File: src/rtl/core/esr_pkg.sv
// ----------------------------------------------------------------------------
// Ellipse span rasterizer package
// Shared widths, types and constants of the ellipse span rasterizer.
// ----------------------------------------------------------------------------
package esr_pkg;

    localparam int CX_W     = 12;
    localparam int RX_W     = 8;
    localparam int RY_W     = 5;
    localparam int COL_W    = 8;
    localparam int SPX_W    = 13;
    localparam int SPW_W    = 9;
    localparam int DY_W     = RY_W + 2;
    localparam int SQ_W     = 2 * RY_W;
    localparam int PROD_W   = RX_W + RY_W;
    localparam int HALF_W   = RX_W;
    localparam int RY_MAX_DEF = 31;

    typedef struct packed {
        logic busy;
        logic done;
    } t_unit_stat;

    typedef enum logic [4:0] {
        S_IDLE  = 5'b00001,
        S_SETUP = 5'b00010,
        S_ROOT  = 5'b00100,
        S_MDIV  = 5'b01000,
        S_EMIT  = 5'b10000
    } t_state;

endpackage

File: src/rtl/core/esr_isqrt.sv
// ----------------------------------------------------------------------------
// Serial integer square root
// Restoring square root that consumes two radicand bits per cycle.
// ----------------------------------------------------------------------------
module esr_isqrt
    import esr_pkg::*;
(
    input  logic                i_clk,
    input  logic                i_rst_n,
    input  logic                i_start,
    input  logic [SQ_W-1:0]     i_radicand,
    output t_unit_stat          o_stat,
    output logic [RY_W-1:0]     o_root
);

    localparam int ITER  = SQ_W / 2;
    localparam int CNT_W = $clog2(ITER);
    localparam int REM_W = RY_W + 3;

    logic               r_busy, n_busy;
    logic               r_done, n_done;
    logic [CNT_W-1:0]   r_cnt, n_cnt;
    logic [SQ_W-1:0]    r_rad, n_rad;
    logic [REM_W-1:0]   r_rem, n_rem;
    logic [RY_W-1:0]    r_root, n_root;
    logic [REM_W-1:0]   rem_sh;
    logic [REM_W-1:0]   trial;

    assign rem_sh = {r_rem[REM_W-3:0], r_rad[SQ_W-1 -: 2]};
    assign trial  = {1'b0, r_root, 2'b01};

    always_comb begin
        n_busy = r_busy;
        n_done = 1'b0;
        n_cnt  = r_cnt;
        n_rad  = r_rad;
        n_rem  = r_rem;
        n_root = r_root;
        if (i_start && !r_busy) begin
            n_busy = 1'b1;
            n_cnt  = CNT_W'(ITER - 1);
            n_rad  = i_radicand;
            n_rem  = '0;
            n_root = '0;
        end else if (r_busy) begin
            n_rad = {r_rad[SQ_W-3:0], 2'b00};
            if (rem_sh >= trial) begin
                n_rem  = rem_sh - trial;
                n_root = {r_root[RY_W-2:0], 1'b1};
            end else begin
                n_rem  = rem_sh;
                n_root = {r_root[RY_W-2:0], 1'b0};
            end
            if (r_cnt == '0) begin
                n_busy = 1'b0;
                n_done = 1'b1;
            end else begin
                n_cnt = r_cnt - 1'b1;
            end
        end
    end

    always_ff @(posedge i_clk) begin
        if (!i_rst_n) begin
            r_busy <= 1'b0;
            r_done <= 1'b0;
            r_cnt  <= '0;
        end else begin
            r_busy <= n_busy;
            r_done <= n_done;
            r_cnt  <= n_cnt;
        end
        r_rad  <= n_rad;
        r_rem  <= n_rem;
        r_root <= n_root;
    end

    assign o_stat.busy = r_busy;
    assign o_stat.done = r_done;
    assign o_root      = r_root;

`ifndef SYNTH
    a_done_ends_busy: assert property (@(posedge i_clk) disable iff (!i_rst_n)
        r_done |-> !r_busy && $past(r_busy))
        else $error("square root finished without a running pass");
`endif

endmodule

File: src/rtl/core/esr_muldiv.sv
// ----------------------------------------------------------------------------
// Serial multiply and divide
// Shift-add product of the horizontal radius and the root, then restoring
// division by the vertical radius, one bit per cycle.
// ----------------------------------------------------------------------------
module esr_muldiv
    import esr_pkg::*;
(
    input  logic                i_clk,
    input  logic                i_rst_n,
    input  logic                i_start,
    input  logic [RX_W-1:0]     i_mcand,
    input  logic [RY_W-1:0]     i_mplier,
    input  logic [RY_W-1:0]     i_divisor,
    output t_unit_stat          o_stat,
    output logic [HALF_W-1:0]   o_quot
);

    localparam int CNT_W = $clog2((RY_W > HALF_W) ? RY_W : HALF_W);

    logic               r_busy, n_busy;
    logic               r_div, n_div;
    logic               r_done, n_done;
    logic [CNT_W-1:0]   r_cnt, n_cnt;
    logic [RX_W-1:0]    r_mcand, n_mcand;
    logic [RY_W-1:0]    r_mpl, n_mpl;
    logic [RY_W-1:0]    r_dvs, n_dvs;
    logic [PROD_W-1:0]  r_acc, n_acc;
    logic [RY_W-1:0]    r_rem, n_rem;
    logic [HALF_W-1:0]  r_q, n_q;
    logic [PROD_W-1:0]  sum;
    logic [RY_W:0]      rem_sh;

    assign sum    = {r_acc[PROD_W-2:0], 1'b0}
                  + (r_mpl[RY_W-1] ? PROD_W'(r_mcand) : PROD_W'(0));
    assign rem_sh = {r_rem, r_q[HALF_W-1]};

    always_comb begin
        n_busy  = r_busy;
        n_div   = r_div;
        n_done  = 1'b0;
        n_cnt   = r_cnt;
        n_mcand = r_mcand;
        n_mpl   = r_mpl;
        n_dvs   = r_dvs;
        n_acc   = r_acc;
        n_rem   = r_rem;
        n_q     = r_q;
        if (i_start && !r_busy) begin
            n_busy  = 1'b1;
            n_div   = 1'b0;
            n_cnt   = CNT_W'(RY_W - 1);
            n_mcand = i_mcand;
            n_mpl   = i_mplier;
            n_dvs   = i_divisor;
            n_acc   = '0;
        end else if (r_busy && !r_div) begin
            n_acc = sum;
            n_mpl = {r_mpl[RY_W-2:0], 1'b0};
            if (r_cnt == '0) begin
                n_div = 1'b1;
                n_cnt = CNT_W'(HALF_W - 1);
                n_rem = sum[PROD_W-1 -: RY_W];
                n_q   = sum[HALF_W-1:0];
            end else begin
                n_cnt = r_cnt - 1'b1;
            end
        end else if (r_busy) begin
            if (rem_sh >= {1'b0, r_dvs}) begin
                n_rem = RY_W'(rem_sh - {1'b0, r_dvs});
                n_q   = {r_q[HALF_W-2:0], 1'b1};
            end else begin
                n_rem = rem_sh[RY_W-1:0];
                n_q   = {r_q[HALF_W-2:0], 1'b0};
            end
            if (r_cnt == '0) begin
                n_busy = 1'b0;
                n_div  = 1'b0;
                n_done = 1'b1;
            end else begin
                n_cnt = r_cnt - 1'b1;
            end
        end
    end

    always_ff @(posedge i_clk) begin
        if (!i_rst_n) begin
            r_busy <= 1'b0;
            r_div  <= 1'b0;
            r_done <= 1'b0;
            r_cnt  <= '0;
        end else begin
            r_busy <= n_busy;
            r_div  <= n_div;
            r_done <= n_done;
            r_cnt  <= n_cnt;
        end
        r_mcand <= n_mcand;
        r_mpl   <= n_mpl;
        r_dvs   <= n_dvs;
        r_acc   <= n_acc;
        r_rem   <= n_rem;
        r_q     <= n_q;
    end

    assign o_stat.busy = r_busy;
    assign o_stat.done = r_done;
    assign o_quot      = r_q;

`ifndef SYNTH
    a_nonzero_divisor: assert property (@(posedge i_clk) disable iff (!i_rst_n)
        r_busy |-> r_dvs != '0)
        else $error("division started with a zero divisor");
`endif

endmodule

File: src/rtl/core/ellipse_span_rasterizer_top.sv
// ----------------------------------------------------------------------------
// Ellipse span rasterizer
// Turns one filled-ellipse item into one horizontal span per row.
// ----------------------------------------------------------------------------
// An item is taken on a rising edge with start high and busy low. busy stays
// high until the last span of the item has been given. Spans come out one at
// a time, rows from top to bottom, each shown for a single cycle with
// o_span_valid high; o_last_span marks the final one. The receiver cannot
// stall the block, so every span must be taken in its cycle.
// Each row runs a serial square root, then a serial multiply and divide,
// one bit or one two-bit digit per cycle, between a setup state and the
// emit state. An item with vertical radius r gives 2r+1 rows; with r = 0
// the single span is given in the cycle after accept. The next item may
// be accepted the cycle after the last span.
// Reset is synchronous and returns the block to idle; any item in flight is
// dropped.
// ----------------------------------------------------------------------------
module ellipse_span_rasterizer_top
    import esr_pkg::*;
#(
    parameter int MAX_RADIUS_Y = RY_MAX_DEF
) (
    input  logic                    i_clk,
    input  logic                    i_rst_n,
    input  logic                    start,
    output logic                    busy,
    input  logic signed [CX_W-1:0]  i_centre_x,
    input  logic signed [CX_W-1:0]  i_centre_y,
    input  logic [RX_W-1:0]         i_radius_x,
    input  logic [RY_W-1:0]         i_radius_y,
    input  logic [COL_W-1:0]        i_fill_colour,
    output logic                    o_span_valid,
    output logic signed [SPX_W-1:0] o_span_x,
    output logic signed [SPX_W-1:0] o_span_y,
    output logic [SPW_W-1:0]        o_span_width,
    output logic [COL_W-1:0]        o_span_colour,
    output logic                    o_last_span
);

    t_state                 r_state, n_state;
    logic [CX_W-1:0]        r_cx, n_cx;
    logic [CX_W-1:0]        r_cy, n_cy;
    logic [RX_W-1:0]        r_rx, n_rx;
    logic [RY_W-1:0]        r_ry, n_ry;
    logic [COL_W-1:0]       r_col, n_col;
    logic [DY_W-1:0]        r_dy, n_dy;
    logic [HALF_W-1:0]      r_half, n_half;

    logic                   accept;
    logic [RY_W-1:0]        ry_sat;
    logic [RY_W-1:0]        ady;
    logic [SQ_W-1:0]        radicand;
    logic                   is_last;
    t_unit_stat             root_stat;
    t_unit_stat             md_stat;
    logic [RY_W-1:0]        root;
    logic [HALF_W-1:0]      quot;

    assign busy    = (r_state != S_IDLE);
    assign accept  = start && !busy;
    assign ry_sat  = (i_radius_y > RY_W'(MAX_RADIUS_Y)) ? RY_W'(MAX_RADIUS_Y) : i_radius_y;
    assign ady     = r_dy[DY_W-1] ? RY_W'(-r_dy) : r_dy[RY_W-1:0];
    assign radicand = ({{(SQ_W-RY_W){1'b0}}, r_ry} * {{(SQ_W-RY_W){1'b0}}, r_ry})
                    - ({{(SQ_W-RY_W){1'b0}}, ady} * {{(SQ_W-RY_W){1'b0}}, ady});
    assign is_last = (r_dy == {2'b00, r_ry});

    esr_isqrt u_isqrt (
        .i_clk      (i_clk),
        .i_rst_n    (i_rst_n),
        .i_start    (r_state == S_SETUP),
        .i_radicand (radicand),
        .o_stat     (root_stat),
        .o_root     (root)
    );

    esr_muldiv u_muldiv (
        .i_clk      (i_clk),
        .i_rst_n    (i_rst_n),
        .i_start    ((r_state == S_ROOT) && root_stat.done),
        .i_mcand    (r_rx),
        .i_mplier   (root),
        .i_divisor  (r_ry),
        .o_stat     (md_stat),
        .o_quot     (quot)
    );

    always_comb begin
        n_state = r_state;
        n_cx    = r_cx;
        n_cy    = r_cy;
        n_rx    = r_rx;
        n_ry    = r_ry;
        n_col   = r_col;
        n_dy    = r_dy;
        n_half  = r_half;
        unique case (r_state)
            S_IDLE: begin
                if (accept) begin
                    n_cx  = i_centre_x;
                    n_cy  = i_centre_y;
                    n_rx  = i_radius_x;
                    n_ry  = ry_sat;
                    n_col = i_fill_colour;
                    n_dy  = -{2'b00, ry_sat};
                    if (ry_sat == '0) begin
                        n_half  = i_radius_x;
                        n_state = S_EMIT;
                    end else begin
                        n_state = S_SETUP;
                    end
                end
            end
            S_SETUP: begin
                n_state = S_ROOT;
            end
            S_ROOT: begin
                if (root_stat.done) begin
                    n_state = S_MDIV;
                end
            end
            S_MDIV: begin
                if (md_stat.done) begin
                    n_half  = quot;
                    n_state = S_EMIT;
                end
            end
            S_EMIT: begin
                if (is_last) begin
                    n_state = S_IDLE;
                end else begin
                    n_dy    = r_dy + 1'b1;
                    n_state = S_SETUP;
                end
            end
            default: begin
                n_state = S_IDLE;
            end
        endcase
    end

    always_ff @(posedge i_clk) begin
        if (!i_rst_n) begin
            r_state <= S_IDLE;
            r_dy    <= '0;
        end else begin
            r_state <= n_state;
            r_dy    <= n_dy;
        end
        r_cx   <= n_cx;
        r_cy   <= n_cy;
        r_rx   <= n_rx;
        r_ry   <= n_ry;
        r_col  <= n_col;
        r_half <= n_half;
    end

    assign o_span_valid  = (r_state == S_EMIT);
    assign o_span_x      = $signed({r_cx[CX_W-1], r_cx}) - $signed({5'b00000, r_half});
    assign o_span_y      = $signed({r_cy[CX_W-1], r_cy})
                         + $signed({{(SPX_W-DY_W){r_dy[DY_W-1]}}, r_dy});
    assign o_span_width  = {r_half, 1'b0};
    assign o_span_colour = r_col;
    assign o_last_span   = is_last;

`ifndef SYNTH
    a_accept_sets_busy: assert property (@(posedge i_clk) disable iff (!i_rst_n)
        start && !busy |=> busy)
        else $error("item accepted but block not busy");
    a_last_frees: assert property (@(posedge i_clk) disable iff (!i_rst_n)
        o_span_valid && o_last_span |=> !busy)
        else $error("block still busy after the last span");
    a_spans_apart: assert property (@(posedge i_clk) disable iff (!i_rst_n)
        o_span_valid && !o_last_span |=> !o_span_valid && busy)
        else $error("span sequence broken");
`endif

endmodule
File: config.mk
export PLATFORM = sky130hd
export DESIGN_NAME = ellipse_span_rasterizer_top
export DESIGN_NICKNAME = d
export VERILOG_FILES = /design/src/rtl/core/esr_pkg.sv /design/src/rtl/core/esr_isqrt.sv /design/src/rtl/core/esr_muldiv.sv /design/src/rtl/core/ellipse_span_rasterizer_top.sv
export SDC_FILE = /design/constraint.sdc
export NUM_CORES = 1
export LEC_CHECK = 0
export BUFFER_PORTS_ARGS = -buffer_cell sky130_fd_sc_hd__buf_2
export CAP_MARGIN = 5
export CORE_MARGIN = 4
export CORE_UTILIZATION = 50
export CTS_CLUSTER_DIAMETER = 50
export DETAILED_ROUTE_END_ITERATION = 10
export GPL_TIMING_DRIVEN = 0
export PLACE_DENSITY = 0.7
export SLEW_MARGIN = 20
export SYNTH_ARGS = -nofsm -noshare
export SYNTH_HDL_FRONTEND = slang
export SYNTH_HIERARCHICAL = 1
export SYNTH_SLANG_ARGS = --single-unit
File: constraint.sdc
create_clock -name i_clk -period 7.7 [get_ports i_clk]
set_input_delay 1.925 -clock i_clk [delete_from_list [all_inputs] [get_ports i_clk]]
set_output_delay 1.925 -clock i_clk [all_outputs]
set_load 0.02 [all_outputs]
# Word-level counts from Yosys, hierarchy flattened
# Cells that the tools add are included.
dict set report totals {
  output_inout_bits 46
  rom_bits 0
  mem_count 0
  elab_cells 148
  inputBits 48
  register_bits 140
  mem_bits_rw 0
  latch_bits 0
}
dict set report classes {
  div 0
  n_eq_ne 18
  n_addsub 11
  n_reduce_logical 32
  n_bitwise 5
  n_mul 2
  shifts 0
  muxes 51
  magnitude_cmp 3
}
# op n
set ops {}
lappend ops {{$mux 5} 12}
lappend ops {{$mux 8} 7}
lappend ops {{$pmux 5 s5} 1}
lappend ops {{$mux 3} 8}
lappend ops {{$mul 5x5->10} 2}
lappend ops {{$mux 10} 2}
lappend ops {{$pmux 8 s2} 1}
lappend ops {{$mux 1} 15}
lappend ops {{$mux 7} 2}
lappend ops {{$pmux 7 s2} 1}
lappend ops {{$add 12x7->13} 1}
lappend ops {{$add 13x8->13} 1}
lappend ops {{$sub 12x9->13} 1}
lappend ops {{$reduce_and 3->1} 4}
lappend ops {{$ne 2x1->1 const B} 5}
lappend ops {{$ne 2x2->1 const B} 5}
lappend ops {{$reduce_and 2->1} 5}
lappend ops {{$reduce_bool 2->1} 5}
lappend ops {{$sub 10x10->10} 1}
lappend ops {{$ge 8x7->1} 1}
lappend ops {{$add 7x1->7 const B} 1}
lappend ops {{$eq 7x5->1} 1}
lappend ops {{$neg 5->7} 1}
lappend ops {{$ge 6x5->1} 1}
lappend ops {{24 further kinds} 38}

# Longest topological paths before layout
dict set report depth {
  word_depth 6
  depth_mapped 22
}

# By module
# The synthesis kept the hierarchy.
# mod seq_area_each_um2 cells_each instances area_each_um2
set by_module_without_submodules {}
lappend by_module_without_submodules {ellipse_span_rasterizer_top 1831.8 505 1 5069.9}
lappend by_module_without_submodules {esr_muldiv 1291.2 231 1 2492.4}
lappend by_module_without_submodules {esr_isqrt 620.6 128 1 1350.0}

# Worst setup path after synthesis
# Ideal clock, no wire load.
dict set report synth_timing {
  kind {register to register}
  startpoint {register r_dy[0]}
  endpoint {register u_isqrt.r_rad[8], data pin}
  required_time_ns 7.440
  stages_incl_launch_ff 20
  path_slack_ns 2.119
  setup_ns 0.260
  t_arrival_ns 5.321
  synth_period_minus_slack_ns 5.581
  cell_sequence {dfxtp_1 -> clkbuf_1 -> inv_1 -> ha_1 -> or3b_2 -> a211o_1 -> nand2_1 -> fa_1 -> inv_1 -> fa_1 -> fa_1 -> fa_1 -> inv_1 -> fa_1 -> ha_1 -> o21ai_0 -> nor2_1 -> o41ai_1 -> xnor2_1 -> mux2_2}
}
dict set report synth_between {
  elab_chain_cells 5
}
# element line
set synth_lines {}
lappend synth_lines {{start, declared} ellipse_span_rasterizer_top.sv:46} ;# logic [DY_W-1:0] r_dy, n_dy;
lappend synth_lines {{start signal, assigned} ellipse_span_rasterizer_top.sv:147} ;# r_dy <= n_dy;
lappend synth_lines {{$neg 5->5} ellipse_span_rasterizer_top.sv:62} ;# assign ady = r_dy[DY_W-1] ? RY_W'(-r_dy) : r_dy[RY_W-1:0];
lappend synth_lines {{$mux 5 *} ellipse_span_rasterizer_top.sv:62}
lappend synth_lines {{$mul 5x5->10 *} ellipse_span_rasterizer_top.sv:64} ;# - ({{(SQ_W-RY_W){1'b0}}, ady} * {{(SQ_W-RY_W){1'b0}}, ady});
lappend synth_lines {{$sub 10x10->10 *} ellipse_span_rasterizer_top.sv:64}
lappend synth_lines {{via radicand[8]} ellipse_span_rasterizer_top.sv:52} ;# logic [SQ_W-1:0] radicand;
lappend synth_lines {{$mux 10 *} esr_isqrt.sv:39} ;# if (i_start && !r_busy) begin
lappend synth_lines {{via u_isqrt.n_rad[8]} esr_isqrt.sv:23} ;# logic [SQ_W-1:0] r_rad, n_rad;
lappend synth_lines {{end signal, assigned} esr_isqrt.sv:73} ;# r_rad <= n_rad;
lappend synth_lines {{end, declared} esr_isqrt.sv:23}
# The timed path passes the listed nets; every way through them passes the cells marked *.
# A chain may end at the register's enable or synchronous reset.

# Final worst setup path
# Same ends and word-level chain as after synthesis.

==> results.cfg <==
[setup_path]
path_buf_inv = 4
crit_path_cell_trace = clkbuf_1 > inv_1 > ha_1 > or3b_2 > a211o_1 > nand2_1 > fa_1 > inv_1 > fa_1 > fa_1 > fa_1 > inv_1 > fa_1 > ha_1 > o21ai_0 > nor2_1 > o41ai_1 > xnor2_1 > mux2_2
critPathKind = flip-flop to flip-flop
crit_path_end_kind = flip-flop
cp.required_ps = 7870
path_delay_family = adder cells
r2r_cells = 19
cp_slowest_cell = fa_1
startpoint_type = flip-flop
cpPeakStageDelay_ps = 540
crit_path_max_fanout = 10
cp_common_cell = fa_1
arrival_ps = 6260
cp.depth = 19

[flow_run]
max_cap_violations = 0

[placement]
place_hpwl_um = 13800
io_buffers = 91
place_area_um2 = 9640
place_ws_ps = 1610
gp_congestion = 0.854

[grt]
grt_pass1_vias = 6316
grt_max_degree = 48
grt_antenna_before_repair = 0
grt_first_pass_wirelength_um = 30800
grt_overflow = 0
grt_usage_pct = 19.2

[timing]
rsz0062_at_grt = no
timing.fmax_mhz = 164
finalWorstSetupSlack_ps = 1600
setup_tns_ps = 0
drv_slew = 0
setup_viol = 0
finClkSkew_ps = 12.4
layout_min_cycle_time_ps = 6100
fin_crit_sh_pct = 79.2
hold_viol = 0
worst_pin_slew_ps = 977
slew_headroom_pct = 34.6

[routing]
drt_iter0_drc = 321
drt_wl_total_um = 18500
vias = 6472
route.detailed.drc = 0
routed_via_density = 5.34
route.top_layer_used = met4
drtAntennaViolNets = 0
first_pass_iters = 4
dr_wl_met3_um = 827
wl_met2_um = 8940
wl_met1_um = 8450
avgRoutedWirePerCell_um = 15.2

[clocking]
clock_latency_ps = 430
cts_sinks = 140
clkTransAtPathRegs_ps = 60
cts_buffer_depth = 2
hold_buffers = 0
htree_levels = 4
numCtsBuffers = 17
cts_root_buf = clkbuf_16
post_cts.repair.setup_buffers = 0
cts_tree = done
cts_resized = 0

[layout]
fill_cells = 1491
layout_common_cells = buf_2 (98), edfxtp_1 (94), inv_1 (81)
drive_gt1_share_pct = 18.2
regArea_um2 = 3740
fin_nets = 1119
multi_input_area_um2 = 4690
antennaDiodeCount = 0
finish.utilization_pct = 58.8
final_area_um2 = 10200
area_delta_synth_final_pct = 14.6
layout_commonest_cell = buf_2

[worst_hold_path]
whs_path_depth = 0
hp-class = flip-flop to flip-flop

[die]
initial_core_util_pct = 51.3
io_pins = 94
fp.dieArea_um2 = 20000
dieHeight_um = 141
num_rows = 48
die_w_um = 141
core_area_um2 = 17400

[logic_synthesis]
yosysWarnings = 6
syn_area_per_cell_um2 = 10.3
netlist_instances = 862
synth_area_um2 = 8900

[power_and_ir_drop]
ir_drop_v = 0.000210
power_mw = 2.76
power.density_nw_per_um2 = 271
power_leakage_nw = 4.35

[outcome]
outcome = complete, no violations
[flip-flops by register name (all words and copies together), names as in the netlist, 3 cells and up]
register	cells
u_isqrt/r_cnt	3
r_half	8
u_muldiv/r_acc	12
u_isqrt/r_rad	10
u_muldiv/o_quot	8
u_isqrt/o_root	5
u_muldiv/r_mcand	8
u_muldiv/r_rem	5
u_isqrt/r_rem	6
u_muldiv/r_mpl	5
r_cx	12
r_rx	8
o_span_colour	8
r_cy	12
r_state	5
u_muldiv/r_dvs	5
r_dy	7
r_ry	5
u_muldiv/r_cnt	3
[final cells by class]
class	count	share of cell area, %
repair buffers	91	4.47
multi-input cells	607	46.0
clock buffers	18	4.31
plain buffers	35	1.59
clock inverters	14	1.17
inverters	81	2.98
flip-flops and latches	140	36.7
well taps	225	2.76
[routing by layer]
layer  GRT usage [%]  vias up
met5               0        -
met4            4.90        0
met3            4.55       20
met2            31.9      126
met1            25.5     3064
li1                -     3262
[power breakdown]
part           total (mW)  leakage [nW]  switching, mW  internal [mW]
Clock               0.775         0.268          0.323          0.452
Sequential          0.912          1.24         0.0447          0.868
Combinational        1.08          2.84          0.587          0.491
Total                2.76          4.35          0.954           1.81
[worst paths after layout]
check,start,endpoint,slack [ps]
max,r_dy[0],u_isqrt/r_rad[8],1600
min,r_rx[1],u_muldiv/r_mcand[1],420
max reg2reg,r_dy[0],u_isqrt/r_rad[8],1600
min reg2reg,r_rx[1],u_muldiv/r_mcand[1],420
[stage by stage]
stage | hold slack [ps] | std cells
after floorplan | 400 | 863
after global placement | 402 | 1179
after detailed placement | 412 | 1179
after CTS | 424 | 1211
after global routing | 443 | 1211
final | 421 | 1211
Power figures use the tool's default switching activity.
